[config.mk]
export PLATFORM = sky130hd
export DESIGN_NAME = qnl_fifo
export DESIGN_NICKNAME = d
export VERILOG_FILES = /design/src/hdl/qnl_pkg.sv /design/src/hdl/qnl_fifo.sv
export SDC_FILE = /design/constraint.sdc
export NUM_CORES = 1
export LEC_CHECK = 0
export BUFFER_PORTS_ARGS = -buffer_cell sky130_fd_sc_hd__buf_2
export CAP_MARGIN = 15
export CORE_ASPECT_RATIO = 0.9
export CORE_MARGIN = 4
export CORE_UTILIZATION = 55
export CTS_BUF_LIST = sky130_fd_sc_hd__clkbuf_4
export CTS_CLUSTER_DIAMETER = 100
export DETAILED_ROUTE_END_ITERATION = 8
export MAX_ROUTING_LAYER = met4
export PLACE_DENSITY_LB_ADDON = 0.12
export SLEW_MARGIN = 20
export SYNTH_ARGS = -nofsm -noshare
export SYNTH_HDL_FRONTEND = slang
export SYNTH_SLANG_ARGS = --single-unit
export TNS_END_PERCENT = 20
[constraint.sdc]
create_clock -name clk_i -period 4.8 [get_ports clk_i]
set_input_delay 0.24 -clock clk_i [delete_from_list [all_inputs] [get_ports clk_i]]
set_output_delay 0.24 -clock clk_i [all_outputs]
set_load 0.05 [all_outputs]
[src/hdl/qnl_pkg.sv]
// Package for the quaternion normalized linear interpolation block.
// Holds default widths and fixed constants of the normalizing datapath.
// No dependencies.
package qnl_pkg;

  localparam int unsigned CompBitsDef  = 16;
  localparam int unsigned BlendBitsDef = 16;
  localparam int unsigned FifoDepth    = 4;
  localparam int unsigned NormPos      = 29;
  localparam int unsigned UBits        = 30;

endpackage

[src/hdl/qnl_fifo.sv]
// Short queue between the front and back parts of the interpolator.
// Depends on qnl_pkg for the default depth.
module qnl_fifo #(
  parameter int unsigned DW    = 8,
  parameter int unsigned DEPTH = qnl_pkg::FifoDepth
) (
  input  logic          clk_i,
  input  logic          rst_ni,
  input  logic          wr_valid_i,
  output logic          wr_ready_o,
  input  logic [DW-1:0] wr_data_i,
  output logic          rd_valid_o,
  input  logic          rd_ready_i,
  output logic [DW-1:0] rd_data_o
);

  localparam int unsigned PW = $clog2(DEPTH);
  localparam int unsigned CW = $clog2(DEPTH + 1);

  logic [DW-1:0] mem_q [DEPTH];
  logic [PW-1:0] wr_ptr_q, rd_ptr_q;
  logic [CW-1:0] cnt_q;
  logic          push, pop;

  assign wr_ready_o = cnt_q != CW'(DEPTH);
  assign rd_valid_o = cnt_q != '0;
  assign push       = wr_valid_i && wr_ready_o;
  assign pop        = rd_valid_o && rd_ready_i;
  assign rd_data_o  = mem_q[rd_ptr_q];

  always_ff @(posedge clk_i) begin
    if (push) begin
      mem_q[wr_ptr_q] <= wr_data_i;
    end
  end

  always_ff @(posedge clk_i or negedge rst_ni) begin
    if (!rst_ni) begin
      wr_ptr_q <= '0;
      rd_ptr_q <= '0;
      cnt_q    <= '0;
    end else begin
      if (push) begin
        wr_ptr_q <= (wr_ptr_q == PW'(DEPTH - 1)) ? '0 : wr_ptr_q + PW'(1);
      end
      if (pop) begin
        rd_ptr_q <= (rd_ptr_q == PW'(DEPTH - 1)) ? '0 : rd_ptr_q + PW'(1);
      end
      if (push && !pop) begin
        cnt_q <= cnt_q + CW'(1);
      end else if (pop && !push) begin
        cnt_q <= cnt_q - CW'(1);
      end
    end
  end

endmodule

==> results of run 1 <==
[routing by layer]
layer	GRT usage, %	up-vias	part of all wire [%]
met2	21.87	22	49
met5	-	-	0
met1	20.29	391	43
met4	7.229	0	2.2
li1	-	357	-
met3	5.313	8	5.2
[through the flow]
step	utilization [%]	instances	total power, mW
detailed placement	62.83	137	1.059
global route	66.98	146	1.379
global placement	62.83	137	1.044
CTS	66.98	146	1.330
finish	66.98	146	1.314
floorplan	-	78	0.9436
[flip-flops by register name, indices dropped and copies added (netlist names)]
register / count
wr_ptr_q: 2
cnt_q: 3
rd_ptr_q: 2
mem_q: 32
[worst max-delay path: cells and delay by family, from the launching register on]
kind | cells | cell delay (ps)
adder cells (fa/ha/maj) | 2 | 580
AND/OR/NAND/NOR | 3 | 760
XOR/XNOR | 2 | 300
buffers and inverters | 1 | 60
flip-flops | 1 | 430
[worst max-delay path by stage]
stage | cells after the start | slack [ps] | end
after global placement | 8 | 2650 | cnt_q[2]$_DFFE_PN0P_
after detailed placement | 8 | 2600 | cnt_q[2]$_DFFE_PN0P_
after floorplan | 8 | 2530 | cnt_q[2]$_DFFE_PN0P_
after CTS | 8 | 2590 | cnt_q[2]$_DFFE_PN0P_
after global routing | 8 | 2520 | cnt_q[2]$_DFFE_PN0P_
final | 8 | 2600 | cnt_q[2]$_DFFE_PN0P_
[where the power goes]
part           internal, mW  switching [mW]
logic                 0.198           0.309
registers             0.458          0.0790
clock network         0.168           0.103
total                 0.823           0.491
[placed cells by master, fill, tap and decap left out]
cell / instances
bufinv_16: 2
edfxtp_1: 32
xor2_1: 2
xnor2_1: 1
mux2_2: 3
inv_1: 3
or3b_4: 1
mux4_2: 8
nand2_1: 1
ha_1: 6
buf_2: 21
dlygate4sd3_1: 1
or3_2: 1
and2_4: 1
mux2_4: 2
dfrtp_1: 7
nor2_1: 3
fa_1: 1
clkbuf_4: 6
and3_2: 4
[area by class of cell]
cell class,count,area [um2]
inverter,3,11.26
clock buffer,6,45.04
timing repair buffer,22,115.1
clock inverter,2,60.06
fill,203,914.6
multi-input combinational,34,437.9
tap,40,50.05
sequential,39,1136
[cells by family after synthesis]
group	count (synthesis)	share of synthesized area [%]
adder cells (fa/ha/maj)	7	5.965
AND/OR/NAND/NOR	11	4.553
buffers and inverters	5	1.255
flip-flops	39	71.27
multiplexers	13	15.31
XOR/XNOR	3	1.649
==> flow_metrics.tcl, run 1 <==
set metrics [dict create \
    status "completed" \
    setup_viol 0 \
    critPathLaunch "cnt_q[2]$_DFFE_PN0P_" \
    dieArea_um2 3824 \
    place.gp.congestion 0.7606 \
    skew_ps 9.413 \
    grt_pass1_wl_mm 4.022 \
    dp_hpwl_mm 1.725 \
    drt_iter0_markers 23 \
    synth_largest_area_cell "edfxtp_1" \
    r2r_slack_ps 2600 \
    final_area_um2 1856 \
    yosysMostFrequentCell "edfxtp_1" \
    grt_util_all_layers_pct 15.47 \
    ys_async_sr_fraction_pct 17.95 \
    avgSynthCellArea_um2 20.44 \
    synth_ff_type "edfxtp_1" \
    first_pass_iters 4 \
    synthCells 78 \
    period_minus_slack_ps 2203 \
    antenna_left 0 \
    syn_nets 97 \
    slowest_delay_ps 490 \
    grt_overflow 0 \
    portBuffers 21 \
    cts_hold_buf 1 \
    crit_path_top_delay_cell "or3_2" \
    ios 22 \
    place_ws_ps 2601 \
    r2r-end "cnt_q[2]$_DFFE_PN0P_" \
    wl_mm 2.473 \
    drc 0 \
    grt_max_degree 13 \
    r2r_start "cnt_q[2]$_DFFE_PN0P_" \
    htreeDepth 2 \
    min_from "wr_data_i[4]" \
    wl_per_cell_um 16.94 \
    holdPathStages 1 \
    path_clk_slew_ps 110 \
    coreArea_um2 2770 \
    clock_latency_ps 340 \
    holdWs_ps 104.9 \
    min_period_over_period_pct 45.90 \
    powerDensity_nw_per_um2 708.2 \
    critPathRequiredTime_ps 5080 \
    vias 778 \
    synth_edf_count 32 \
    antenna_found_initial 0 \
    row_count 18 \
    worst_slew_pin_slew_ps 586.5 \
    hp-class "input port to flip-flop" \
    hold_violations 0 \
    synth.top_cells.by_area "edfxtp_1 (60%), mux4_2 (11%), dfrtp_1 (11%)" \
    ys_ff_latch 39 \
    crit_type "flip-flop to flip-flop" \
    slew_violations 0 \
    rsz0062_at_grt "false" \
    crit_fanout 3 \
    cts_resized 0 \
    layout-drive-gt1-share_pct 46.23 \
    cts-root-buf "clkbuf_4" \
    postCtsSetupBuffers 0 \
    startpoint_type "flip-flop" \
    clock-sinks 39 \
    placed_area_um2 1740 \
    end_kind "flip-flop" \
    ys_types 18 \
    fmax_mhz 453.9 \
    post-synth-top-area-fraction_pct 60.28 \
    via_per_inst 5.329 \
    vdd_drop_max_uv 401.0 \
    hold_path_end "mem_q[1][4]$_DFFE_PP_" \
    grt_pass1_vias 754 \
    setup_ws_ps 2597 \
    crit_arrival_ps 2480 \
    cpMostUsedCell "xor2_1" \
    numCtsBuffers 5 \
    synth_common_cells "edfxtp_1 (32), mux4_2 (8), dfrtp_1 (7), ha_1 (6), and3_2 (4)" \
    cts_buffer_depth 2 \
    start_util_pct 57.54 \
    p_leak_nw 0.7124 \
    setup_tns_ps 0 \
    seq_area_frac_synth_pct 71.27 \
    cp_cell_sequence "or3_2 > nand2_1 > ha_1 > inv_1 > fa_1 > xor2_1 > nor2_1 > xor2_1" \
    die_w_um 64.75 \
    yosysWarnings 0 \
    reg2reg_depth 8 \
    area_growth_syn_to_layout_pct 16.41 \
    maxCapViolCount 0 \
    cts_tree "done" \
    final_net_count 124 \
    diodes 0 \
    fp.dieH_um 59.07 \
    max-slew-margin-rel_pct 60.90 \
    syn-cell-area_um2 1594 \
]
Note: power is estimated with default switching activity, not from simulation.
==> inputs of run 2 (changes only) <==
Settings changed: ABC_AREA from default to 1.
Clock period 4.8 ns to 2.26 ns, I/O delays scaled along.
==> flow_metrics.tcl, run 2 <==
set metrics [dict create \
    max-slew-margin-rel_pct 78.50 \
    crit_path_top_delay_cell "fa_1" \
    mostFrequentLayoutCell "nand2_1" \
    numCtsBuffers 5 \
    min_period_over_period_pct 80.94 \
    busiest_layer "met2" \
    crit_type "flip-flop to flip-flop" \
    holdWs_ps 43.14 \
    coreArea_um2 3067 \
    place.gp.congestion 0.7385 \
    grt_pass1_vias 1003 \
    placed_cells 216 \
    final_net_count 209 \
    final_core_util_pct 66.79 \
    avgSynthCellArea_um2 11.54 \
    setup_tns_ps 0 \
    worst_slew_pin_slew_ps 322.6 \
    drc 0 \
    rsz0062_at_grt "false" \
    maxCapViolCount 0 \
    period_minus_slack_ps 1829 \
    path_buf_inv 3 \
    wl_per_cell_um 12.23 \
    antenna_left 0 \
    yosysWarnings 0 \
    fp.dieH_um 61.58 \
    critPathRequiredTime_ps 2490 \
    wl_mm 2.850 \
    final_cell_mix "nand2_1 (37), edfxtp_1 (32), inv_1 (29)" \
    dp_hpwl_mm 1.932 \
    via_per_inst 4.712 \
    row_count 19 \
    hold_violations 0 \
    largest_reg_flops 32 \
    grt_util_all_layers_pct 16.59 \
    layout-drive-gt1-share_pct 20.42 \
    post-synth-top-area-fraction_pct 54.78 \
    powerDensity_nw_per_um2 1344 \
    status "completed" \
    cp_cell_sequence "inv_1 > nand3_2 > nand2_2 > inv_1 > ha_1 > inv_1 > fa_1 > nand2_1 > o21ai_0" \
    grt_overflow 0 \
    regMostFlops "mem_q" \
    slowest_delay_ps 420 \
    syn_nets 171 \
    startpoint_type "flip-flop" \
    placed_area_um2 1901 \
    final_area_um2 2048 \
    htreeDepth 2 \
    synthCells 152 \
    drt_iter0_markers 54 \
    fillers 235 \
    clock-sinks 39 \
    path_clk_slew_ps 100 \
    setup_ws_ps 430.7 \
    grt_util_met2_pct 25.94 \
    skew_ps 12.82 \
    ys_async_sr_fraction_pct 17.95 \
    place_ws_ps 446.5 \
    yosysMostFrequentCell "nand2_1" \
    die_w_um 67.53 \
    postCtsSetupBuffers 0 \
    grt_pass1_wl_mm 4.650 \
    vias 1098 \
    crit_fanout 7 \
    p_leak_nw 0.9069 \
    end_kind "flip-flop" \
    slew_violations 0 \
    hp-class "input port to flip-flop" \
    dieArea_um2 4158 \
    seq_area_frac_synth_pct 64.76 \
    synth_common_cells "nand2_1 (37), edfxtp_1 (32), inv_1 (29), o211ai_1 (16), dfrtp_1 (7)" \
    vdd_drop_max_uv 781.1 \
    setup_viol 0 \
    cts_tree "done" \
    crit_arrival_ps 2060 \
    synth_ff_type "edfxtp_1" \
    cpMostUsedCell "inv_1" \
    cts-root-buf "clkbuf_4" \
    final_cells 233 \
    largestRegisters "mem_q (32), cnt_q (3)" \
    clock_latency_ps 350 \
    grt_max_degree 36 \
    diodes 0 \
    use_met1_pct 20.19 \
    portBuffers 21 \
    start_util_pct 57.20 \
    synth_edf_count 32 \
    synth_largest_area_cell "edfxtp_1" \
    first_pass_iters 4 \
    syn-cell-area_um2 1754 \
    fmax_mhz 546.7 \
    ys_types 16 \
    grt.met3_usage_pct 6.022 \
    synth.top_cells.by_area "edfxtp_1 (55%), dfrtp_1 (10%), nand2_1 (7.9%)" \
    finalPower_mw 2.753 \
    area_growth_syn_to_layout_pct 16.76 \
    antenna_found_initial 0 \
    ios 22 \
    ys_ff_latch 39 \
    cts_buffer_depth 2 \
    path_delay_family "adder cells" \
]
## run 2: cell count changes after synthesis, moves of 3 or more
cell,before,now
inv_1,3,29
nor2_1,3,6
o211ai_1,0,16
mux4_2,8,0
and3_2,4,0
mux2_2,3,0
nand2_1,1,37
nand3_1,0,6
buf_6,0,5
## run 2: layout make-up
type | count | area [um2] | area share (%)
repair buffers | 36 | 240.2 | 11.73
clock inverters | 2 | 12.51 | 0.6109
multi-input cells | 78 | 449.2 | 21.93
inverters | 30 | 112.6 | 5.498
clock buffers | 6 | 45.04 | 2.199
flip-flops and latches | 39 | 1136 | 55.47
well taps | 42 | 52.55 | 2.566
## run 2: final timing paths
| check | from | end | slack [ps] | cells after the start |
|---|---|---|---|---|
| worst max-delay path | cnt_q[1]$_DFFE_PN0P_ | cnt_q[1]$_DFFE_PN0P_ | 430 | 9 |
| worst min-delay path | wr_valid_i | wr_ptr_q[0]$_DFFE_PN0P_ | 40 | 3 |
| worst max register to register | cnt_q[1]$_DFFE_PN0P_ | cnt_q[1]$_DFFE_PN0P_ | 430 | 9 |
| worst min register to register | cnt_q[2]$_DFFE_PN0P_ | cnt_q[2]$_DFFE_PN0P_ | 540 | 2 |
| max in group asynchronous | rst_ni | rd_ptr_q[0]$_DFFE_PN0P_ | 1980 | 2 |
| min in group asynchronous | rst_ni | wr_ptr_q[1]$_DFFE_PN0P_ | 130 | 2 |
## run 2: timing repair
item                      CTS  global route
hold endpoints to repair   39             0
resized for setup           0             0
hold buffers                9             0
## run 2: metal layers
layer,part of all wire [%],routed length (um),vias to the layer above
li1,-,-,579
met1,45,1270,489
met2,49,1404,28
met3,5.8,164,2
met5,0,0,-
met4,0.35,10,0
## run 2: logic make-up (layout without fill, tap and decap cells)
| kind of cell | after synthesis | after routing | synth area share [%] |
|---|---|---|---|
| AOI/OAI and AO/OA | 17 | 17 | 7.133 |
| adders and majority gates | 7 | 7 | 5.421 |
| xor gates and xnor gates | 1 | 1 | 0.4994 |
| buffers and inverters | 35 | 74 | 9.628 |
| and+or+nand+nor | 53 | 53 | 12.55 |
| DFF | 39 | 39 | 64.76 |
## run 2: report_power, final
part | total, mW | switching [mW] | internal (mW) | leakage (nW)
Combinational | 1.35 | 0.963 | 0.385 | 0.497
Clock | 0.355 | 0.223 | 0.132 | 0.0317
Sequential | 1.05 | 0.0870 | 0.963 | 0.378
## run 2: worst min-delay path, stage by stage
cell	delay [ps]
buf_2	100
nand3_1	70
nand2_1	70
==> inputs of run 3 (changes only) <==
Settings changed: CORE_UTILIZATION 55 to 53.
Clock period 2.26 ns to 1.6 ns, I/O delays scaled along.
==> flow_metrics.tcl, run 3 (synthesis results as in run 2) <==
set metrics [dict create \
    status "complete, but fails checks" \
    violations "setup timing" \
    cts_buffer_depth 2 \
    largestRegisters "mem_q (32), cnt_q (3)" \
    dp_hpwl_mm 2.107 \
    min_from "wr_valid_i" \
    final_area_um2 2250 \
    startpoint_type "flip-flop" \
    r2r_slack_ps -30 \
    p_clk_share_pct 17.7 \
    switching_share_pct 42.72 \
    min_period_over_period_pct 101.8 \
    place.gp.congestion 0.7637 \
    drc 0 \
    via_per_inst 4.816 \
    slew_violations 0 \
    grt_pass1_vias 1138 \
    clock_latency_ps 340 \
    grt_max_degree 36 \
    mostFrequentLayoutCell "nand2_1" \
    seqPwrFrac_pct 32.3 \
    final_cells 244 \
    net-switching-power_mw 1.957 \
    top_layer "met4" \
    period_minus_slack_ps 1628 \
    layout-drive-gt1-share_pct 31.68 \
    crit_fanout 3 \
    crit_arrival_ps 1910 \
    slowest_delay_ps 420 \
    wl_per_cell_um 13.34 \
    hold_path_end "wr_ptr_q[1]$_DFFE_PN0P_" \
    holdPathStages 3 \
    dieArea_um2 4295 \
    setup_viol 2 \
    htreeDepth 2 \
    path_buf_inv 3 \
    wl_mm 3.255 \
    ios 22 \
    placed_cells 221 \
    max-slew-margin-rel_pct 83.21 \
    rsz0062_at_grt "true" \
    start_util_pct 56.33 \
    row_count 19 \
    cts-root-buf "clkbuf_4" \
    cp_cell_sequence "inv_2 > nand3_4 > nand2_4 > ha_4 > inv_4 > fa_2 > inv_2 > nand2_2 > nand3_2 > nand2_1 > nand2_1" \
    reg2reg_depth 11 \
    final_cell_mix "nand2_1 (34), edfxtp_1 (32), inv_1 (23)" \
    first_pass_iters 4 \
    path_clk_slew_ps 110 \
    fillers 226 \
    vias 1175 \
    diodes 0 \
    end_kind "flip-flop" \
    coreArea_um2 3114 \
    die_w_um 68.64 \
    antenna_left 0 \
    worst_slew_pin_slew_ps 253.5 \
    vdd_drop_max_uv 1006 \
    portBuffers 21 \
    clock-sinks 39 \
    cts_tree "done" \
    powerDensity_nw_per_um2 2037 \
    maxCapViolCount 0 \
    drt_iter0_markers 112 \
    fp.dieH_um 62.58 \
    fmax_mhz 614.2 \
    setup_ws_ps -28.08 \
    antenna_found_initial 0 \
    place_ws_ps -55.41 \
    crit_type "flip-flop to flip-flop" \
    regMostFlops "mem_q" \
    r2r_start "cnt_q[1]$_DFFE_PN0P_" \
    met3_length_um 111 \
    wl_met1_mm 1.482 \
    largest_reg_flops 32 \
    cp_num_cells 11 \
    placed_area_um2 1981 \
    hp-class "input port to flip-flop" \
    wl_met2_mm 1.646 \
    hold_violations 0 \
    grt_pass1_wl_mm 5.319 \
    skew_ps 13.67 \
    grt_overflow 0 \
    path_delay_family "adder cells" \
    crit_path_top_delay_cell "dfrtp_1" \
    pwr-share-comb_pct 50.0 \
    critPathRequiredTime_ps 1880 \
    area_growth_syn_to_layout_pct 28.25 \
    r2r-end "cnt_q[2]$_DFFE_PN0P_" \
    p_int_mw 2.624 \
    critPathLaunch "cnt_q[1]$_DFFE_PN0P_" \
    numCtsBuffers 5 \
    final_net_count 220 \
    grt_util_all_layers_pct 17.48 \
    p_leak_nw 0.9867 \
]
-- run 3: cell types whose count changed in the layout (fill, tap and decap cells not counted), sizes merged --
cell	previous run	this run
clkinv	1	0
buf	27	38
inv	30	29
bufinv	0	2
-- run 3: per-layer routing --
layer,vias up,GRT usage [%]
met1,547,23.02
met3,2,4.317
met4,0,5.955
met5,-,-
li1,603,-
met2,23,26.22
-- run 3: layout make-up --
cell class              instances  area, um2  share of cell area, %
multi-input cells              78      510.5                  22.69
inverters                      30      118.9                  5.284
flip-flops and latches         39       1136                  50.50
clock buffers                   6      45.04                  2.002
clock inverters                 2      60.06                  2.670
well taps                      42      52.55                  2.336
repair buffers                 47      326.6                  14.52
-- run 3: through the flow --
stage	hold WS, ps	util, %	setup TNS (ps)	power [mW]
floorplan	-215.6	-	-335.5	3.137
global placement	-78.40	63.60	0	3.510
detailed placement	-71.76	63.60	-79.01	3.590
CTS	17.00	70.59	-2.075	4.481
global route	21.49	72.24	-197.3	4.886
finish	29.26	72.24	-44.65	4.582
-- run 3: worst max-delay path by stage --
stage	endpoint	slack, ps
after floorplan	cnt_q[1]$_DFFE_PN0P_	-170
after global placement	cnt_q[2]$_DFFE_PN0P_	20
after detailed placement	cnt_q[2]$_DFFE_PN0P_	-60
after CTS	cnt_q[1]$_DFFE_PN0P_	-2
after global routing	cnt_q[2]$_DFFE_PN0P_	-110
final	cnt_q[2]$_DFFE_PN0P_	-30
-- run 3: worst register-to-register path, stage by stage (launching register included) --
cell and delay, ps:
dfrtp_1 420, inv_2 120, nand3_4 90, nand2_4 80, ha_4 150, inv_4 40
fa_2 380, inv_2 70, nand2_2 50, nand3_2 60, nand2_1 40, nand2_1 70
-- run 3: power by group through the flow --
stage                     logic [mW]  registers, mW  clock network [mW]
after floorplan                 1.65           1.49                   0
after global placement          2.03           1.48                   0
after detailed placement        2.09           1.50                   0
after CTS                       2.18           1.47               0.831
after global routing            2.50           1.50               0.883
final                           2.29           1.48               0.811
-- run 3: repair_timing --
| action | CTS | global route |
|---|---|---|
| cloned | 0 | 0 |
| endpoints found under the hold margin | 39 | 0 |
| hold buffers | 9 | 0 |
| setup endpoints to repair | 2 | 10 |
| gates resized for setup | 4 | 7 |
| buffers inserted | 2 | 4 |
| pin swaps | 2 | 8 |
